## src/rtl/xdwm_pkg.sv

```systemverilog
`timescale 1ns / 1ps

package xdwm_pkg;

   // Field widths
   localparam int AXIS_W  = 8;
   localparam int GAIN_W  = 7;
   localparam int DRIVE_W = 15;
   localparam int WHEELS  = 4;

   // Full drive in percent; the gain is in millivolts per percent
   localparam int FULL_SCALE = 100;
   localparam logic [GAIN_W-1:0] GAIN_RESET = 7'd94;

   // Internal widths, sized for stick values down to -128
   localparam int SUM_W      = AXIS_W + 1;   // |x|+|y|, y+x, y-x
   localparam int NUM_W      = 18;           // signed wheel numerator, |N| <= 65536
   localparam int MAG_W      = 17;           // |N| and the divisor
   localparam int S100_W     = 16;           // 100*s <= 25600
   localparam int SCALE_W    = 14;           // 100*gain <= 12700
   localparam int DIVIDEND_W = 30;           // |N|*100*gain < 2^30
   localparam int QUO_W      = 14;           // quotient <= 12700

   // Wheel lanes
   localparam int WHEEL_FL = 0;
   localparam int WHEEL_BL = 1;
   localparam int WHEEL_FR = 2;
   localparam int WHEEL_BR = 3;

   typedef logic signed [AXIS_W-1:0]  axis_type;
   typedef logic signed [DRIVE_W-1:0] drive_type;

   // Operands handed from the mixing stages to the divider
   typedef struct packed {
      logic [WHEELS-1:0]                 neg;
      logic [WHEELS-1:0][DIVIDEND_W-1:0] dividend;
      logic [MAG_W-1:0]                  divisor;
   } div_in_type;

endpackage

```

## src/rtl/xdwm_if.sv

```systemverilog
`timescale 1ns / 1ps

// Stick sample channel
interface xdwm_req_if;
   import xdwm_pkg::*;
   logic     valid;
   logic     ready;
   axis_type forward_axis;
   axis_type strafe_axis;
   axis_type turn_axis;
   modport source (output valid, forward_axis, strafe_axis, turn_axis, input ready);
   modport sink   (input valid, forward_axis, strafe_axis, turn_axis, output ready);
endinterface


```

## src/rtl/xdwm_front.sv

```systemverilog
`timescale 1ns / 1ps

// Mixing stages: stick magnitudes, products, wheel numerators, divisor and dividends.
module xdwm_front (
   input  logic                          clock,
   input  logic                          reset,
   input  logic [xdwm_pkg::SCALE_W-1:0]  scale_gain,
   xdwm_req_if.sink                      req_chan,
   output logic                          div_valid,
   input  logic                          div_ready,
   output xdwm_pkg::div_in_type          div_data
);
   import xdwm_pkg::*;

   // Stage advance chain, a stage moves when empty or when the next one moves
   logic adv1, adv2, adv3, adv4;
   logic s1_valid_ff, s2_valid_ff, s3_valid_ff, s4_valid_ff;

   assign adv4 = !s4_valid_ff || div_ready;
   assign adv3 = !s3_valid_ff || adv4;
   assign adv2 = !s2_valid_ff || adv3;
   assign adv1 = !s1_valid_ff || adv2;
   assign req_chan.ready = adv1;

   // ---------------- stage 1: magnitudes, sum, max, axis sums
   logic [AXIS_W-1:0]       abs_x, abs_y, peak_xy;
   logic [SUM_W-1:0]        sum_xy;
   logic                    still_xy;
   logic [SUM_W-1:0]        s1_scale_in, s1_scale_ff;
   logic [AXIS_W-1:0]       s1_peak_in, s1_peak_ff;
   logic signed [SUM_W-1:0] s1_plus_in, s1_plus_ff;
   logic signed [SUM_W-1:0] s1_minus_in, s1_minus_ff;
   axis_type                s1_turn_ff;

   always_comb begin
      // -128 maps to 128, which still fits eight unsigned bits
      abs_x    = req_chan.strafe_axis[AXIS_W-1]  ? AXIS_W'(-req_chan.strafe_axis)
                                                 : AXIS_W'(req_chan.strafe_axis);
      abs_y    = req_chan.forward_axis[AXIS_W-1] ? AXIS_W'(-req_chan.forward_axis)
                                                 : AXIS_W'(req_chan.forward_axis);
      sum_xy   = {1'b0, abs_x} + {1'b0, abs_y};
      peak_xy  = (abs_x > abs_y) ? abs_x : abs_y;
      still_xy = (sum_xy == '0);
      // Translation sticks at rest: no translation scale, turn only
      s1_scale_in = still_xy ? SUM_W'(1) : sum_xy;
      s1_peak_in  = still_xy ? '0 : peak_xy;
      s1_plus_in  = SUM_W'(req_chan.forward_axis) + SUM_W'(req_chan.strafe_axis);
      s1_minus_in = SUM_W'(req_chan.forward_axis) - SUM_W'(req_chan.strafe_axis);
   end

   always_ff @(posedge clock) begin
      if (reset) begin
         s1_valid_ff <= 1'b0;
      end else if (adv1) begin
         s1_valid_ff <= req_chan.valid;
      end
   end

   always_ff @(posedge clock) begin
      if (adv1) begin
         s1_scale_ff <= s1_scale_in;
         s1_peak_ff  <= s1_peak_in;
         s1_plus_ff  <= s1_plus_in;
         s1_minus_ff <= s1_minus_in;
         s1_turn_ff  <= req_chan.turn_axis;
      end
   end

   // ---------------- stage 2: translation and turn products
   logic signed [NUM_W-1:0] plus_ext, minus_ext, turn_ext, peak_ext, scale_ext;
   logic signed [NUM_W-1:0] s2_plus_in, s2_plus_ff;
   logic signed [NUM_W-1:0] s2_minus_in, s2_minus_ff;
   logic signed [NUM_W-1:0] s2_turn_in, s2_turn_ff;
   logic [S100_W-1:0]       s2_s100_in, s2_s100_ff;

   always_comb begin
      plus_ext    = NUM_W'(s1_plus_ff);
      minus_ext   = NUM_W'(s1_minus_ff);
      turn_ext    = NUM_W'(s1_turn_ff);
      peak_ext    = NUM_W'({1'b0, s1_peak_ff});
      scale_ext   = NUM_W'({1'b0, s1_scale_ff});
      s2_plus_in  = NUM_W'(plus_ext * peak_ext);
      s2_minus_in = NUM_W'(minus_ext * peak_ext);
      s2_turn_in  = NUM_W'(turn_ext * scale_ext);
      s2_s100_in  = S100_W'(s1_scale_ff * FULL_SCALE);
   end

   always_ff @(posedge clock) begin
      if (reset) begin
         s2_valid_ff <= 1'b0;
      end else if (adv2) begin
         s2_valid_ff <= s1_valid_ff;
      end
   end

   always_ff @(posedge clock) begin
      if (adv2) begin
         s2_plus_ff  <= s2_plus_in;
         s2_minus_ff <= s2_minus_in;
         s2_turn_ff  <= s2_turn_in;
         s2_s100_ff  <= s2_s100_in;
      end
   end

   // ---------------- stage 3: wheel numerators, split into sign and magnitude
   logic signed [NUM_W-1:0] num [WHEELS];
   logic [MAG_W-1:0]        s3_mag_in [WHEELS];
   logic [MAG_W-1:0]        s3_mag_ff [WHEELS];
   logic [WHEELS-1:0]       s3_neg_in, s3_neg_ff;
   logic [S100_W-1:0]       s3_s100_ff;

   always_comb begin
      // Sums stay inside the numerator range, so wrapping adds are exact
      num[WHEEL_FL] = s2_plus_ff  + s2_turn_ff;
      num[WHEEL_BL] = s2_minus_ff + s2_turn_ff;
      num[WHEEL_FR] = s2_minus_ff - s2_turn_ff;
      num[WHEEL_BR] = s2_plus_ff  - s2_turn_ff;
      for (int w = 0; w < WHEELS; w++) begin
         s3_neg_in[w] = num[w][NUM_W-1];
         s3_mag_in[w] = s3_neg_in[w] ? MAG_W'(-num[w]) : MAG_W'(num[w]);
      end
   end

   always_ff @(posedge clock) begin
      if (reset) begin
         s3_valid_ff <= 1'b0;
      end else if (adv3) begin
         s3_valid_ff <= s2_valid_ff;
      end
   end

   always_ff @(posedge clock) begin
      if (adv3) begin
         s3_mag_ff  <= s3_mag_in;
         s3_neg_ff  <= s3_neg_in;
         s3_s100_ff <= s2_s100_ff;
      end
   end

   // ---------------- stage 4: divisor = max(|N|, 100*s), dividends |N|*100*gain
   logic [MAG_W-1:0]  max_front, max_back, max_num;
   div_in_type        s4_data_in, s4_data_ff;

   always_comb begin
      max_front = (s3_mag_ff[WHEEL_FL] > s3_mag_ff[WHEEL_BL]) ? s3_mag_ff[WHEEL_FL]
                                                               : s3_mag_ff[WHEEL_BL];
      max_back  = (s3_mag_ff[WHEEL_FR] > s3_mag_ff[WHEEL_BR]) ? s3_mag_ff[WHEEL_FR]
                                                               : s3_mag_ff[WHEEL_BR];
      max_num   = (max_front > max_back) ? max_front : max_back;
      s4_data_in.divisor = (max_num > MAG_W'(s3_s100_ff)) ? max_num : MAG_W'(s3_s100_ff);
      s4_data_in.neg     = s3_neg_ff;
      for (int w = 0; w < WHEELS; w++) begin
         s4_data_in.dividend[w] = DIVIDEND_W'(s3_mag_ff[w]) * DIVIDEND_W'(scale_gain);
      end
   end

   always_ff @(posedge clock) begin
      if (reset) begin
         s4_valid_ff <= 1'b0;
      end else if (adv4) begin
         s4_valid_ff <= s3_valid_ff;
      end
   end

   always_ff @(posedge clock) begin
      if (adv4) begin
         s4_data_ff <= s4_data_in;
      end
   end

   assign div_valid = s4_valid_ff;
   assign div_data  = s4_data_ff;

endmodule

```

## src/flat_wrapper.sv

```systemverilog
// flat-port wrapper written by rule: the top's interface ports become plain ports
module xdwm_front_flat import xdwm_pkg::*;
  (clock, reset, scale_gain, div_valid, div_ready, div_data, req_chan_valid, req_chan_forward_axis, req_chan_strafe_axis, req_chan_turn_axis, req_chan_ready);
  xdwm_req_if req_chan_i ();
  input  logic clock;
  input  logic reset;
  input  logic [xdwm_pkg::SCALE_W-1:0] scale_gain;
  output logic div_valid;
  input  logic div_ready;
  output xdwm_pkg::div_in_type div_data;
  input wire logic [$bits(req_chan_i.valid)-1:0] req_chan_valid;
  input wire logic [$bits(req_chan_i.forward_axis)-1:0] req_chan_forward_axis;
  input wire logic [$bits(req_chan_i.strafe_axis)-1:0] req_chan_strafe_axis;
  input wire logic [$bits(req_chan_i.turn_axis)-1:0] req_chan_turn_axis;
  output wire logic [$bits(req_chan_i.ready)-1:0] req_chan_ready;
  assign req_chan_i.valid = req_chan_valid;
  assign req_chan_i.forward_axis = req_chan_forward_axis;
  assign req_chan_i.strafe_axis = req_chan_strafe_axis;
  assign req_chan_i.turn_axis = req_chan_turn_axis;
  assign req_chan_ready = req_chan_i.ready;
  xdwm_front u_core (.clock(clock), .reset(reset), .scale_gain(scale_gain), .req_chan(req_chan_i), .div_valid(div_valid), .div_ready(div_ready), .div_data(div_data));
endmodule
```

## config.mk

```make
export PLATFORM = sky130hd
export DESIGN_NAME = xdwm_front_flat
export DESIGN_NICKNAME = d
export VERILOG_FILES = /design/src/rtl/xdwm_pkg.sv /design/src/rtl/xdwm_if.sv /design/src/rtl/xdwm_front.sv /design/src/flat_wrapper.sv
export SDC_FILE = /design/constraint.sdc
export NUM_CORES = 2
export LEC_CHECK = 0
export BUFFER_PORTS_ARGS = -buffer_cell sky130_fd_sc_hd__clkbuf_2
export CAP_MARGIN = 20
export CORE_UTILIZATION = 60
export DETAILED_ROUTE_END_ITERATION = 7
export HOLD_SLACK_MARGIN = 0.12
export PLACE_DENSITY = 0.77
export SLEW_MARGIN = 20
export SYNTH_ARGS = -nofsm -noshare
export SYNTH_HDL_FRONTEND = slang
export SYNTH_SLANG_ARGS = --single-unit
```

## constraint.sdc

```tcl
create_clock -name clock -period 8.3 [get_ports clock]
set_input_delay 1.245 -clock clock [delete_from_list [all_inputs] [get_ports clock]]
set_output_delay 1.245 -clock clock [all_outputs]
set_load 0.005 [all_outputs]
```

After elaboration in Yosys (flattened, before gate mapping):

Index checks and enable logic that the tools add are counted.

* register bits after elaboration: 342
* latch bits: 0
* memory bits (writable): 0
* memory bits (read-only): 0
* word-level logic and storage cells: 73
* memories kept: 0

* add/sub/neg operators: 13
* multipliers: 8
* divide/modulo/power cells: 0
* order comparisons: 5
* equality and inequality tests: 0
* shifts and indexed selects: 0
* mux-type cells: 11
* bitwise operators: 0
* reduce and logical (&&, ||, !) cells: 9

Operator list (count)
* $mul A17 B14 Y30: 4
* $mux W17: 7
* $neg A17 Y17: 4
* $gt A17 B17 Y1: 3
* $add A18 B18 Y18: 2
* $mul A9 B9 Y18: 2
* $sub A18 B18 Y18: 2
* $mux W8: 3
* $add A8 B8 Y9: 2
* $mul A8 B10 Y18: 1
* $gt A17 B16 Y1: 1
* $mux W16: 1
* $neg A8 Y8: 2
* $mul A9 B5 Y14 const B: 1
* $logic_not A9 Y1: 1
* $sub A8 B8 Y9: 1
* $gt A8 B8 Y1: 1
* $logic_not A1 Y1: 4
* $logic_or A1 B1 Y1: 4

Depth between registers and ports, before layout:

* word-level depth: 6
* gate-level depth with buffers: 34

Worst setup path before layout:

OpenSTA, ideal clock, no wires.

* path kind: input port to flip-flop
* from: in scale_gain[2] in the netlist's numbering
* to: reg u_core.s4_data_ff, in the netlist u_core.div_data[76], data pin
* data arrival time: 6.975 ns
* data required time: 8.041 ns
* path slack: 1.066 ns
* stages: 23
* cell sequence: clkbuf_1 -> clkbuf_1 -> nand2_1 -> fa_1 -> inv_1 -> fa_1 -> inv_1 -> fa_1 -> inv_1 -> fa_1 -> fa_1 -> fa_1 -> ha_1 -> a21o_1 -> a21oi_1 -> nor2b_1 -> a211oi_1 -> a21oi_1 -> o21ai_0 -> a21oi_1 -> a211oi_1 -> a21oi_1 -> xnor2_1

RTL lines
* start, declared: RTL line flat_wrapper.sv:7 `input logic [xdwm_pkg::SCALE_W-1:0] scale_gain;`
* end signal, assigned: RTL line xdwm_front.sv:167 `s4_data_ff <= s4_data_in;`
* end, declared: RTL line xdwm_front.sv:142 `div_in_type s4_data_in, s4_data_ff;`

==> flow_metrics.tcl <==
set metrics [dict create \
    reg2reg_from "u_core.s3_mag_ff[61]" \
    tritoncts "done" \
    fp.coreArea_sq_mm 0.09333 \
    antenna_found_initial 2 \
    vias 40970 \
    fmax_mhz 129.8 \
    grt_pass1_vias 43210 \
    synth-seq-cells 334 \
    arrival_ps 8090 \
    drv_slew 0 \
    period_needed_ps 7704 \
    synth.cell_area_sq_mm 0.05649 \
    critPathKind "reg2reg" \
    startpoint_type "flip-flop" \
    cp_top_family "compound AO/OA/AOI/OAI gates" \
    startpoint "u_core.s3_mag_ff[61]" \
    die_h_um 308.8 \
    setup_violations 0 \
    synthCells 5882 \
    async_flop_share 0 \
    first_pass_iters 5 \
    drc 0 \
    clockRootBuffer "clkbuf_16" \
    grt_usage 0.2985 \
    wl_per_cell_um 18.80 \
    max_cap_violations 0 \
    rows 112 \
    yosys_most_used_dff "edfxtp_1" \
    ctsHoldBuffers 0 \
    ys_types 89 \
    viasPerCell 5.616 \
    antenna-diode-count 0 \
    layout-drive-gt1-share 0.06952 \
    crit_required_ps 8690 \
    fin_worst_skew_ps 77.32 \
    slew-limit-headroom 0.2768 \
    drtAntennaViolNets 0 \
    routabilityCongestion 0.9592 \
    ys_warn_count 0 \
    rsz0062_at_grt "no" \
    grt_max_degree 84 \
    ios 185 \
    layout_commonest_cell "inv_1" \
    critPathMaxStageDelay_ps 630 \
    start_util 0.6052 \
    nets 7607 \
    dpl.hpwl_um 111100 \
    r2r_setup_slack_ps 600 \
    fillerInstances 7453 \
    cts_buffers 41 \
    worst-path-buf-inv 0 \
    worstSkewPairLatency_ps 670 \
    slowest_stage "o21ai_2" \
    grt_pass1_wl_um 222800 \
    tightest_slew_ps 1077 \
    syn-num-nets 7480 \
    clkTransAtPathRegs_ps 60 \
    htreeDepth 2 \
    ys_seq_area_frac 0.1768 \
    cts_buffer_depth 3 \
    die_area_sq_mm 0.09538 \
    status "completed" \
    seq_area_sq_mm 0.009990 \
    worstPathMaxFanout 17 \
    period_share 0.9282 \
    clock-sinks 334 \
    postCtsSetupRepairBufs 0 \
    die-width_um 308.8 \
    synth-edff-count 330 \
    ctsResizeCount 0 \
    portBuffers 184 \
    areaGrowthSynthToFinish_pct 7.104 \
    drtIter0Drc 2829 \
    final_cell_mix "inv_1 (1121), fa_1 (878), nand2_1 (737)" \
    finalWirelength_um 137100 \
    postSynthAreaPerCell_sq_um 9.603 \
    multi_input_area_sq_mm 0.04143 \
    gr-total-overflow 0 \
    worst_hold_path_type "reg2reg" \
    endpoint_kind "flip-flop" \
    worstHoldStart "u_core.s2_s100_ff[8]" \
    hold_violations 0 \
    setup_tns_ps 0 \
]
==> cells in the mapped netlist (all sizes together), types with 4 or more instances <==
cell type  count  share of area
inv         1125          0.075
fa           878           0.31
nand2        739          0.049
ha           678           0.15
and2         476          0.053
edfxtp       330           0.18
xnor2        237          0.037
a21oi        222          0.020
clkbuf       197          0.013
nor2         192          0.013
o21ai        119          0.011
a21o          85          0.011
xor2          74          0.012
nor3          44         0.0041
o21bai        43         0.0058
nand2b        38         0.0042
nor2b         34         0.0038
nand3         32         0.0028
o21a          30         0.0040
mux2          27         0.0054
a31oi         24         0.0028
mux2i         24         0.0043
a211oi        22         0.0030
nand4         20         0.0022
o31ai         19         0.0025
buf           17         0.0020
or3           15         0.0017
and3          14         0.0016
nor4          14         0.0017
o41ai          9         0.0017
a211o          8         0.0012
or2            8        0.00089
a21boi         7        0.00093
a2111oi        6         0.0012
a41o           5        0.00089
a41oi          5        0.00091
and4           5        0.00078
o211ai         5        0.00066
or4            5        0.00073
dfxtp          4         0.0014
nand3b         4        0.00053
o221ai         4        0.00073
==> sequential cells by signal (all words and copies together) (netlist names) <==
signal	count
u_core.s1_valid_ff	1
u_core.s1_plus_ff	8
u_core.s2_s100_ff	14
u_core.s1_scale_ff	9
u_core.s1_turn_ff	8
u_core.s2_turn_ff	18
u_core.s3_mag_ff	65
u_core.div_valid	1
u_core.div_data	138
u_core.s3_s100_ff	14
u_core.s2_valid_ff	1
u_core.s2_minus_ff	18
u_core.s3_valid_ff	1
u_core.s2_plus_ff	17
u_core.s1_peak_ff	8
u_core.s3_neg_ff	4
u_core.s1_minus_ff	9
==> layout make-up <==
class	instances	area share
Clock buffer	51	0.01774
Clock inverter	24	0.005563
Timing Repair Buffer	298	0.03082
Sequential cell	334	0.1651
Multi-Input combinational cell	4208	0.6849
Tap cell	1254	0.02593
Inverter	1126	0.06994
==> final timing paths <==
kind | depth (start not counted) | to
hold / removal | 0 | u_core.s3_s100_ff[8]
setup reg to reg | 26 | u_core.div_data[14]
hold reg to reg | 0 | u_core.s3_s100_ff[8]
setup / recovery | 26 | u_core.div_data[14]
==> through the flow <==
step | hold WS, ps | cell area [sq um] | util | std cells | setup slack, ps
after floorplan | 400.3 | 56490 | - | 5882 | 1066
after global placement | 400.9 | 59080 | 0.6330 | 7220 | 604.0
after detailed placement | 404.5 | 59080 | 0.6330 | 7220 | 457.2
after CTS | 416.9 | 60490 | 0.6481 | 7295 | 750.7
after global routing | 427.2 | 60500 | 0.6482 | 7295 | 225.7
final | 414.3 | 60500 | 0.6482 | 7295 | 595.6
==> kinds of logic after synthesis <==
family | share of synthesized area
adders and majority gates | 0.4613
xor gates and xnor gates | 0.04875
muxes | 0.009636
buffers and inverters | 0.08995
DFF | 0.1768
AOI/OAI and AO/OA | 0.07221
and+or+nand+nor | 0.1413
==> metal layers <==
layer,up-vias,track usage,share of wire
li1,18740,-,-
met3,386,0.04577,0.065
met1,20400,0.3499,0.37
met4,4,0.1646,0.061
met2,1444,0.5246,0.50
met5,-,0,0.00018
Power is left out: the tool's default activity adds up to more than one toggle a clock period on the data nets, which glitch-free logic cannot reach.
