### config.mk
export PLATFORM = sky130hd
export DESIGN_NAME = xdwm_div_flat
export DESIGN_NICKNAME = d
export VERILOG_FILES = /design/src/rtl/xdwm_pkg.sv /design/src/rtl/xdwm_if.sv /design/src/rtl/xdwm_div.sv /design/src/flat_wrapper.sv
export SDC_FILE = /design/constraint.sdc
export NUM_CORES = 2
export LEC_CHECK = 0
export BUFFER_PORTS_ARGS = -buffer_cell sky130_fd_sc_hd__buf_2
export CORE_MARGIN = 4
export CORE_UTILIZATION = 60
export CTS_CLUSTER_SIZE = 12
export DETAILED_ROUTE_END_ITERATION = 12
export HOLD_SLACK_MARGIN = 0.06
export PLACE_DENSITY_LB_ADDON = 0.1
export SYNTH_ARGS = -nofsm -noshare
export SYNTH_HDL_FRONTEND = slang
export SYNTH_SLANG_ARGS = --single-unit
### constraint.sdc
create_clock -name clock -period 28.6 [get_ports clock]
set_clock_uncertainty 0.2 [all_clocks]
set_input_delay 4.29 -clock clock [delete_from_list [all_inputs] [get_ports clock]]
set_output_delay 4.29 -clock clock [all_outputs]
set_load 0.01 [all_outputs]
### src/rtl/xdwm_pkg.sv
`timescale 1ns / 1ps

package xdwm_pkg;

   // Field widths
   localparam int AXIS_W  = 8;
   localparam int GAIN_W  = 7;
   localparam int DRIVE_W = 15;
   localparam int WHEELS  = 4;

   // Full drive in percent; the gain is in millivolts per percent
   localparam int FULL_SCALE = 100;
   localparam logic [GAIN_W-1:0] GAIN_RESET = 7'd94;

   // Internal widths, sized for stick values down to -128
   localparam int SUM_W      = AXIS_W + 1;   // |x|+|y|, y+x, y-x
   localparam int NUM_W      = 18;           // signed wheel numerator, |N| <= 65536
   localparam int MAG_W      = 17;           // |N| and the divisor
   localparam int S100_W     = 16;           // 100*s <= 25600
   localparam int SCALE_W    = 14;           // 100*gain <= 12700
   localparam int DIVIDEND_W = 30;           // |N|*100*gain < 2^30
   localparam int QUO_W      = 14;           // quotient <= 12700

   // Wheel lanes
   localparam int WHEEL_FL = 0;
   localparam int WHEEL_BL = 1;
   localparam int WHEEL_FR = 2;
   localparam int WHEEL_BR = 3;

   typedef logic signed [AXIS_W-1:0]  axis_type;
   typedef logic signed [DRIVE_W-1:0] drive_type;

   // Operands handed from the mixing stages to the divider
   typedef struct packed {
      logic [WHEELS-1:0]                 neg;
      logic [WHEELS-1:0][DIVIDEND_W-1:0] dividend;
      logic [MAG_W-1:0]                  divisor;
   } div_in_type;

endpackage

### src/rtl/xdwm_if.sv


// Wheel command channel
interface xdwm_rsp_if;
   import xdwm_pkg::*;
   logic      valid;
   logic      ready;
   drive_type front_left_drive;
   drive_type back_left_drive;
   drive_type front_right_drive;
   drive_type back_right_drive;
   modport source (output valid, front_left_drive, back_left_drive,
                   front_right_drive, back_right_drive, input ready);
   modport sink   (input valid, front_left_drive, back_left_drive,
                   front_right_drive, back_right_drive, output ready);
endinterface


### src/rtl/xdwm_div.sv
`timescale 1ns / 1ps

// Restoring divider, one quotient bit per stage for four lanes, then sign and output register.
module xdwm_div (
   input  logic                  clock,
   input  logic                  reset,
   input  logic                  in_valid,
   output logic                  in_ready,
   input  xdwm_pkg::div_in_type  in_data,
   xdwm_rsp_if.source            rsp_chan
);
   import xdwm_pkg::*;

   localparam int TRIAL_W = DIVIDEND_W + 1;

   // Stage registers
   logic [QUO_W-1:0]      valid_ff;
   logic [DIVIDEND_W-1:0] rem_ff     [QUO_W][WHEELS];
   logic [QUO_W-1:0]      quo_ff     [QUO_W][WHEELS];
   logic [MAG_W-1:0]      divisor_ff [QUO_W];
   logic [WHEELS-1:0]     neg_ff     [QUO_W];

   // Stage inputs, stage 0 takes from the mixing stages
   logic                  src_valid   [QUO_W];
   logic [DIVIDEND_W-1:0] src_rem     [QUO_W][WHEELS];
   logic [QUO_W-1:0]      src_quo     [QUO_W][WHEELS];
   logic [MAG_W-1:0]      src_divisor [QUO_W];
   logic [WHEELS-1:0]     src_neg     [QUO_W];

   logic [QUO_W:0]        adv;
   logic                  out_valid_ff;
   drive_type             drive_in [WHEELS];
   drive_type             drive_ff [WHEELS];

   assign adv[QUO_W] = !out_valid_ff || rsp_chan.ready;
   assign in_ready   = adv[0];

   for (genvar k = 0; k < QUO_W; k++) begin : g_stage
      localparam int BIT = QUO_W - 1 - k;

      logic [TRIAL_W-1:0] shifted;
      logic [TRIAL_W-1:0] trial [WHEELS];
      logic [WHEELS-1:0]  take;

      assign adv[k] = !valid_ff[k] || adv[k+1];

      if (k == 0) begin : g_first
         assign src_valid[k]   = in_valid;
         assign src_divisor[k] = in_data.divisor;
         assign src_neg[k]     = in_data.neg;
         for (genvar w = 0; w < WHEELS; w++) begin : g_lane
            assign src_rem[k][w] = in_data.dividend[w];
            assign src_quo[k][w] = '0;
         end
      end else begin : g_next
         assign src_valid[k]   = valid_ff[k-1];
         assign src_divisor[k] = divisor_ff[k-1];
         assign src_neg[k]     = neg_ff[k-1];
         assign src_rem[k]     = rem_ff[k-1];
         assign src_quo[k]     = quo_ff[k-1];
      end

      // Trial subtract of the divisor aligned to this quotient bit
      always_comb begin
         shifted = TRIAL_W'(src_divisor[k]) << BIT;
         for (int w = 0; w < WHEELS; w++) begin
            trial[w] = {1'b0, src_rem[k][w]} - shifted;
            take[w]  = !trial[w][TRIAL_W-1];
         end
      end

      always_ff @(posedge clock) begin
         if (reset) begin
            valid_ff[k] <= 1'b0;
         end else if (adv[k]) begin
            valid_ff[k] <= src_valid[k];
         end
      end

      always_ff @(posedge clock) begin
         if (adv[k]) begin
            divisor_ff[k] <= src_divisor[k];
            neg_ff[k]     <= src_neg[k];
            for (int w = 0; w < WHEELS; w++) begin
               rem_ff[k][w] <= take[w] ? trial[w][DIVIDEND_W-1:0] : src_rem[k][w];
               quo_ff[k][w] <= {src_quo[k][w][QUO_W-2:0], take[w]};
            end
         end
      end
   end

   // Restore the sign: truncation toward zero falls out of dividing magnitudes
   always_comb begin
      for (int w = 0; w < WHEELS; w++) begin
         drive_in[w] = neg_ff[QUO_W-1][w] ? -DRIVE_W'(quo_ff[QUO_W-1][w])
                                          : DRIVE_W'(quo_ff[QUO_W-1][w]);
      end
   end

   // Output register
   always_ff @(posedge clock) begin
      if (reset) begin
         out_valid_ff <= 1'b0;
      end else if (adv[QUO_W]) begin
         out_valid_ff <= valid_ff[QUO_W-1];
      end
   end

   always_ff @(posedge clock) begin
      if (adv[QUO_W]) begin
         drive_ff <= drive_in;
      end
   end

   assign rsp_chan.valid             = out_valid_ff;
   assign rsp_chan.front_left_drive  = drive_ff[WHEEL_FL];
   assign rsp_chan.back_left_drive   = drive_ff[WHEEL_BL];
   assign rsp_chan.front_right_drive = drive_ff[WHEEL_FR];
   assign rsp_chan.back_right_drive  = drive_ff[WHEEL_BR];

endmodule

### src/flat_wrapper.sv
// flat-port wrapper written by rule: the top's interface ports become plain ports
module xdwm_div_flat import xdwm_pkg::*;
  (clock, reset, in_valid, in_ready, in_data, rsp_chan_valid, rsp_chan_front_left_drive, rsp_chan_back_left_drive, rsp_chan_front_right_drive, rsp_chan_back_right_drive, rsp_chan_ready);
  xdwm_rsp_if rsp_chan_i ();
  input  logic clock;
  input  logic reset;
  input  logic in_valid;
  output logic in_ready;
  input  xdwm_pkg::div_in_type in_data;
  output wire logic [$bits(rsp_chan_i.valid)-1:0] rsp_chan_valid;
  output wire logic [$bits(rsp_chan_i.front_left_drive)-1:0] rsp_chan_front_left_drive;
  output wire logic [$bits(rsp_chan_i.back_left_drive)-1:0] rsp_chan_back_left_drive;
  output wire logic [$bits(rsp_chan_i.front_right_drive)-1:0] rsp_chan_front_right_drive;
  output wire logic [$bits(rsp_chan_i.back_right_drive)-1:0] rsp_chan_back_right_drive;
  input wire logic [$bits(rsp_chan_i.ready)-1:0] rsp_chan_ready;
  assign rsp_chan_valid = rsp_chan_i.valid;
  assign rsp_chan_front_left_drive = rsp_chan_i.front_left_drive;
  assign rsp_chan_back_left_drive = rsp_chan_i.back_left_drive;
  assign rsp_chan_front_right_drive = rsp_chan_i.front_right_drive;
  assign rsp_chan_back_right_drive = rsp_chan_i.back_right_drive;
  assign rsp_chan_i.ready = rsp_chan_ready;
  xdwm_div u_core (.clock(clock), .reset(reset), .in_valid(in_valid), .in_ready(in_ready), .in_data(in_data), .rsp_chan(rsp_chan_i));
endmodule
# Word-level counts from Yosys, hierarchy flattened
# Memory sizes are Yosys's and may differ from the RTL's.
# Cells that the tools add are included.
[classes]
add_sub_neg = 60
mux = 88
multipliers = 0
n_shift = 0
bitwise = 0
magnitude_cmp = 0
n_reduce_logical = 86
n_div = 0
eq_ne = 0
[ops]
columns = ["operator", "count"]
rows = [
  ["$mux 30", 56],
  ["$sub 30x17->31", 4],
  ["$sub 30x18->31", 4],
  ["$sub 30x19->31", 4],
  ["$sub 30x20->31", 4],
  ["$sub 30x21->31", 4],
  ["$sub 30x22->31", 4],
  ["$sub 30x23->31", 4],
  ["$sub 30x24->31", 4],
  ["$sub 30x25->31", 4],
  ["$sub 30x26->31", 4],
  ["$sub 30x27->31", 4],
  ["$sub 30x28->31", 4],
  ["$sub 30x29->31", 4],
  ["$sub 30x30->31", 4],
  ["$logic_not 1->1", 71],
  ["$neg 14->15", 4],
  ["$mux 14", 4],
  ["$mux 1", 28],
  ["$logic_or 1x1->1", 15],
]
[word_totals]
register_bits = 75
ram_bits = 2758
latchBits = 0
out_inout_bits = 62
inputBits = 145
n_memories = 4
mem_bits_ro = 0
[memory_table]
columns = ["memory", "depth", "word_bits", "read_ports", "rd_clocked_by_memory_dff", "wr", "line", "rtl"]
rows = [
  ["u_core.rem_ff", 14, 120, 13, 0, 14, "xdwm_div.sv:18", "logic [DIVIDEND_W-1:0] rem_ff [QUO_W][WHEELS];"],
  ["u_core.quo_ff", 14, 56, 14, 0, 14, "xdwm_div.sv:19", "logic [QUO_W-1:0] quo_ff [QUO_W][WHEELS];"],
  ["u_core.divisor_ff", 14, 17, 13, 0, 14, "xdwm_div.sv:20", "logic [MAG_W-1:0] divisor_ff [QUO_W];"],
  ["u_core.neg_ff", 14, 4, 14, 0, 14, "xdwm_div.sv:21", "logic [WHEELS-1:0] neg_ff [QUO_W];"],
]

# Longest topological paths before layout
[depth]
word_depth = 18
ltp_mapped = 14

# Least setup slack after synthesis
# Ideal clock, no wire load.
[synth_timing]
kind = "in2out"
from = "input rsp_chan_ready"
to = "output in_ready"
n_path_buf = 1
t_arrival_ns = 16.082
required_time_ns = 24.110
stages = 11
setup_slack_ns = 8.028
path_cell_list = "nor2b_1 > and2_1 > inv_1 > nor2_1 > and2_1 > inv_1 > nor2_1 > and2_1 > clkbuf_1 > nand4_1 > or2_2"
[synth_via]
elab_chain_len = 15
[synth_lines]
columns = ["item", "line", "rtl"]
rows = [
  ["start, declared", "flat_wrapper.sv:15", "input wire logic [$bits(rsp_chan_i.ready)-1:0] rsp_chan_ready;"],
  ["$logic_or 1x1->1", "xdwm_div.sv:35", "assign adv[QUO_W] = !out_valid_ff || rsp_chan.ready;"],
  ["$logic_or 1x1->1", "xdwm_div.sv:45", "assign adv[k] = !valid_ff[k] || adv[k+1];"],
  ["via u_core.adv[13]", "xdwm_div.sv:30", "logic [QUO_W:0] adv;"],
  ["$logic_or 1x1->1 (4 in a row)", "xdwm_div.sv:45", ""],
  ["via u_core.adv[9]", "xdwm_div.sv:30", ""],
  ["$logic_or 1x1->1 (8 in a row)", "xdwm_div.sv:45", ""],
  ["via u_core.adv[1]", "xdwm_div.sv:30", ""],
  ["$logic_or 1x1->1", "xdwm_div.sv:45", ""],
  ["end, declared", "flat_wrapper.sv:8", "output logic in_ready;"],
]
# The timed path passes the listed nets, and every way through them passes these cells.

# Worst setup path after layout
# Ends and elaborated chain as after synthesis.

==> key figures <==
Floorplanning
  – I/O pin count: 207
  – Die area: 220000 um2
  – Die Y: 469 um
  – Placeable Area: 212000 um2
  – Die width: 469 um
  – Initial core utilization: 60.3%
  – Row cnt: 169

Clocking
  – CTS resizes: 0
  – Root Buffer Master: clkbuf_16
  – Htree depth: 4
  – Max clock buf depth: 3
  – Clk sink count: 2332
  – Post-CTS Setup Bufs: 0
  – # hold bufs at CTS: 0
  – Clk slew on worst S/H paths: 0.06 ns
  – Clk_lat worst skew: 0.91 ns
  – Num CTS Buffers: ~240
  – TritonCTS clock tree: yes

Logic synthesis
  – Synth Area in Simple Gates: a little over a tenth
  – Compound-Gate Fraction of Synth Area: 13.3%
  – Synthesis-stage register bit count: 2332
  – Asr flop ratio synth: 0%
  – Synth Area in Adders: 10.1%
  – Post-Synth XOR/XNOR Area: 6.12%
  – Sequential-to-total area share from yosys stat: roughly 55%
  – Post-Syn Nets: 11992
  – EDFF count, synth: 2317
  – Netlist Area Pre-Place: around 130000 um2
  – Yosys cell types: roughly 100
  – Gate count of the mapped netlist: about 11000
  – Main synth FF type: edfxtp_1
  – Main combinational cell family by area after synthesis: compound AO/OA/AOI/OAI gates
  – Top cells by area, synth: edfxtp_1 54%, ha_1 9.3%, xnor2_1 3.2%
  – YS warnings: 0
  – Synthesized area per cell: around 12 um2
  – Synth area leader: edfxtp_1
  – Fraction of synthesized area in multiplexers: about 2.7%
  – Synth top area share: 54.5%

STA
  – Final setup fails: 0
  – Worst Tran Pin Value: 1.25 ns
  – Maximum clock frequency: 0.0757 GHz
  – Final Max Tran Viols: 0
  – Tcrit/Tclk final: 46.2%
  – Min cycle time layout: roughly 13 ns
  – Headroom to the max-slew limit: 16.3%
  – Final hold vios: 0
  – Final TNS setup: 0 ns
  – RSZ-0062 raised after global routing: no

Drt
  – Final Routed Wirelength: around 350000 um
  – Vias: 87874
  – Wire per inst: about 25 um
  – Initial DRT Pass Iterations: 6
  – Drt drc: 0
  – Initial DRC Count: 7353
  – Via-per-instance ratio: about 6.2
  – DRT antenna net count: 0

Worst setup path
  – Critical path capture point type: output port
  – R2r endpoint: u_core.rem_ff[0][211]
  – Top delay family on crit path: simple AND/OR/NAND/NOR gates
  – Critical Path RT: 24.11 ns
  – CP startpoint kind: input port
  – Reg2reg setup slack: 22.78 ns
  – Crit-path max cell delay: approximately 0.55 ns
  – Worst-path fanout max: 61
  – Critical path buffers and inverters: 6
  – Critical path data arrival time: 8.72 ns
  – Most used cell, CP: and2_1
  – CP cell instances: buf_2, nor2b_1, and2_1, inv_2, buf_4, nor2_1, and2_1, inv_6, nor2_1, and2_1, nand4_1, buf_4, or2_4, buf_2
  – WS Path Type: input port to output port
  – Slowest-stage cell, CP: and2_1
  – R2r worst-path depth: 13
  – Worst R2R Start: u_core.rsp_chan.valid

Global route
  – Gr usage total: 31.4%
  – Largest net degree at the start of global routing: between 100 and 150
  – First-pass GRT wire length: about 530000 um
  – Initial antenna violation count: 19
  – Gr ovfl total: 0
  – Busiest layer in global routing: met2
  – Vias in the first global route: between 80000 and 90000
  – Met3 Use GR: 4.80%
  – Met2 Usage GRT: approximately 55%
  – M1 GR Usage: 34.4%

Run status
  – Outcome: complete, no violations

Power and ir drop
  – Leak: between 50 and 60 nW
  – VDD IR max: 0.0854 mV
  – PwrDens: roughly 110 nW/um2

Placed design
  – Hpwl dp: 278000 um
  – IO buf count: 206
  – GP Congestion: 1.08

Final layout
  – Area added between synthesis and finish: 9.52%
  – Net count reported at finish: 12351
  – Final core occ: 66.0%
  – Layout cell share with drive strength beyond 1: 8.74%
  – FILL cells: about 15000
  – Commonest non-fill, non-tap cell in the layout: edfxtp_1
  – Most frequent cells in the layout: 2317 x edfxtp_1, 952 x ha_1, 807 x nand2_1

Worst hold path
  – Worst hold path class: flip-flop to flip-flop
  – Worst Hold End: u_core.quo_ff[4][3]
  – Worst hold start: u_core.quo_ff[3][58]
  – Worst hold path stage count: 0

Job
  – Max_cap viols: 0
-- worst max path at each step --
stage / startpoint / endpoint / slack, ns / depth (start not counted)
floorplan: rsp_chan_ready / in_ready / 8.03 / 11
global placement: rsp_chan_ready / in_ready / 15.57 / 14
detailed placement: rsp_chan_ready / in_ready / 15.46 / 14
CTS: rsp_chan_ready / in_ready / 15.30 / 14
global route: rsp_chan_ready / in_ready / 15.02 / 14
finish: rsp_chan_ready / in_ready / 15.39 / 14
-- worst reg2reg max path, stage by stage (launching register included) --
cell and delay [ns]:
dfxtp_1 0.30, nor2b_1 0.16, and2_1 0.20, inv_2 0.06, buf_4 0.58, nor2_1 0.30
and2_1 0.37, inv_6 0.41, nor2_1 0.27, and2_1 0.40, nand4_1 0.19, buf_4 0.49
buf_4 0.60, buf_4 0.80
-- report_power, final --
part	switching, mW	internal (mW)
Combinational	3.93	2.79
Clock	1.32	1.67
Sequential	0.865	5.35
-- per-stage QoR --
step / cells / hold WS (ns) / setup WS [ns] / instance area, um2 / power [mW]
floorplan: 10843 / 0.200 / 8.03 / 128000 / 10.6
global placement: 13784 / 0.200 / 15.57 / 132000 / 12.6
detailed placement: 13784 / 0.205 / 15.46 / 132000 / 12.8
CTS: 14194 / 0.162 / 15.30 / 140000 / 15.9
global route: 14196 / 0.181 / 15.02 / 140000 / 16.8
finish: 14204 / 0.174 / 15.39 / 140000 / 15.9
-- synth_stat cells, types with 15 or more instances --
cell,number
nor2_1,758
o2111ai_1,29
a21oi_1,695
or4_1,43
or2_2,44
and2_1,46
o211ai_1,43
xnor2_1,470
a211oi_1,91
nor2b_1,180
fa_1,52
a21boi_0,37
and3_1,62
buf_2,19
a211o_1,38
o21bai_1,43
mux2_2,256
xor2_1,422
nor4_1,99
ha_1,952
o41ai_1,33
a2111oi_0,16
or3_1,126
clkbuf_1,137
a31oi_1,59
mux2i_1,42
nand3b_1,33
edfxtp_1,2317
nand4_1,39
nor3_1,273
nand3_1,144
dfxtp_1,15
o31a_1,52
nand2_1,811
o21a_1,212
o22ai_1,19
inv_1,541
o21ai_0,795
o311ai_0,17
o31ai_1,115
a21o_1,223
nand2b_1,183
a31o_2,19
-- logic make-up (layout without fill, tap and decap cells) --
| kind of cell | after synthesis | in the layout |
|---|---|---|
| simple gates | 2905 | 2905 |
| buf+inv | 716 | 1246 |
| flops | 2332 | 2332 |
| fa+ha+maj | 1004 | 1004 |
| compound gates | 2684 | 2684 |
| xor+xnor | 892 | 892 |
| mux | 310 | 310 |
| other cells | 0 | 10 |
-- routing by layer --
| layer | vias up | wire length (um) |
|---|---|---|
| met5 | - | 41 |
| met4 | 8 | 32100 |
| met3 | 1050 | 19600 |
| met2 | 3217 | 176000 |
| met1 | 42263 | 126000 |
| li1 | 41336 | - |
-- registers in the layout, indices dropped and copies added, names as in the netlist --
register	flops
u_core.rsp_chan.back_right_drive	15
u_core.neg_ff	56
u_core.src_valid	13
u_core.valid_ff	1
u_core.divisor_ff	221
u_core.rsp_chan.front_right_drive	15
u_core.rsp_chan.front_left_drive	15
u_core.rsp_chan.back_left_drive	15
u_core.rsp_chan.valid	1
u_core.rem_ff	1560
u_core.quo_ff	420
-- cell type report --
type | count | area, um2 | area share [%]
diodes | 10 | 25.0 | 0.0179
inverters | 545 | 2080 | 1.48
repair buffers | 291 | 1680 | 1.20
flip-flops and latches | 2332 | 69900 | 49.9
well taps | 2821 | 3530 | 2.52
clock buffers | 306 | 6230 | 4.45
clock inverters | 104 | 1180 | 0.847
multi-input cells | 7795 | 55300 | 39.5
No activity file was read; power rests on OpenSTA's default activity.
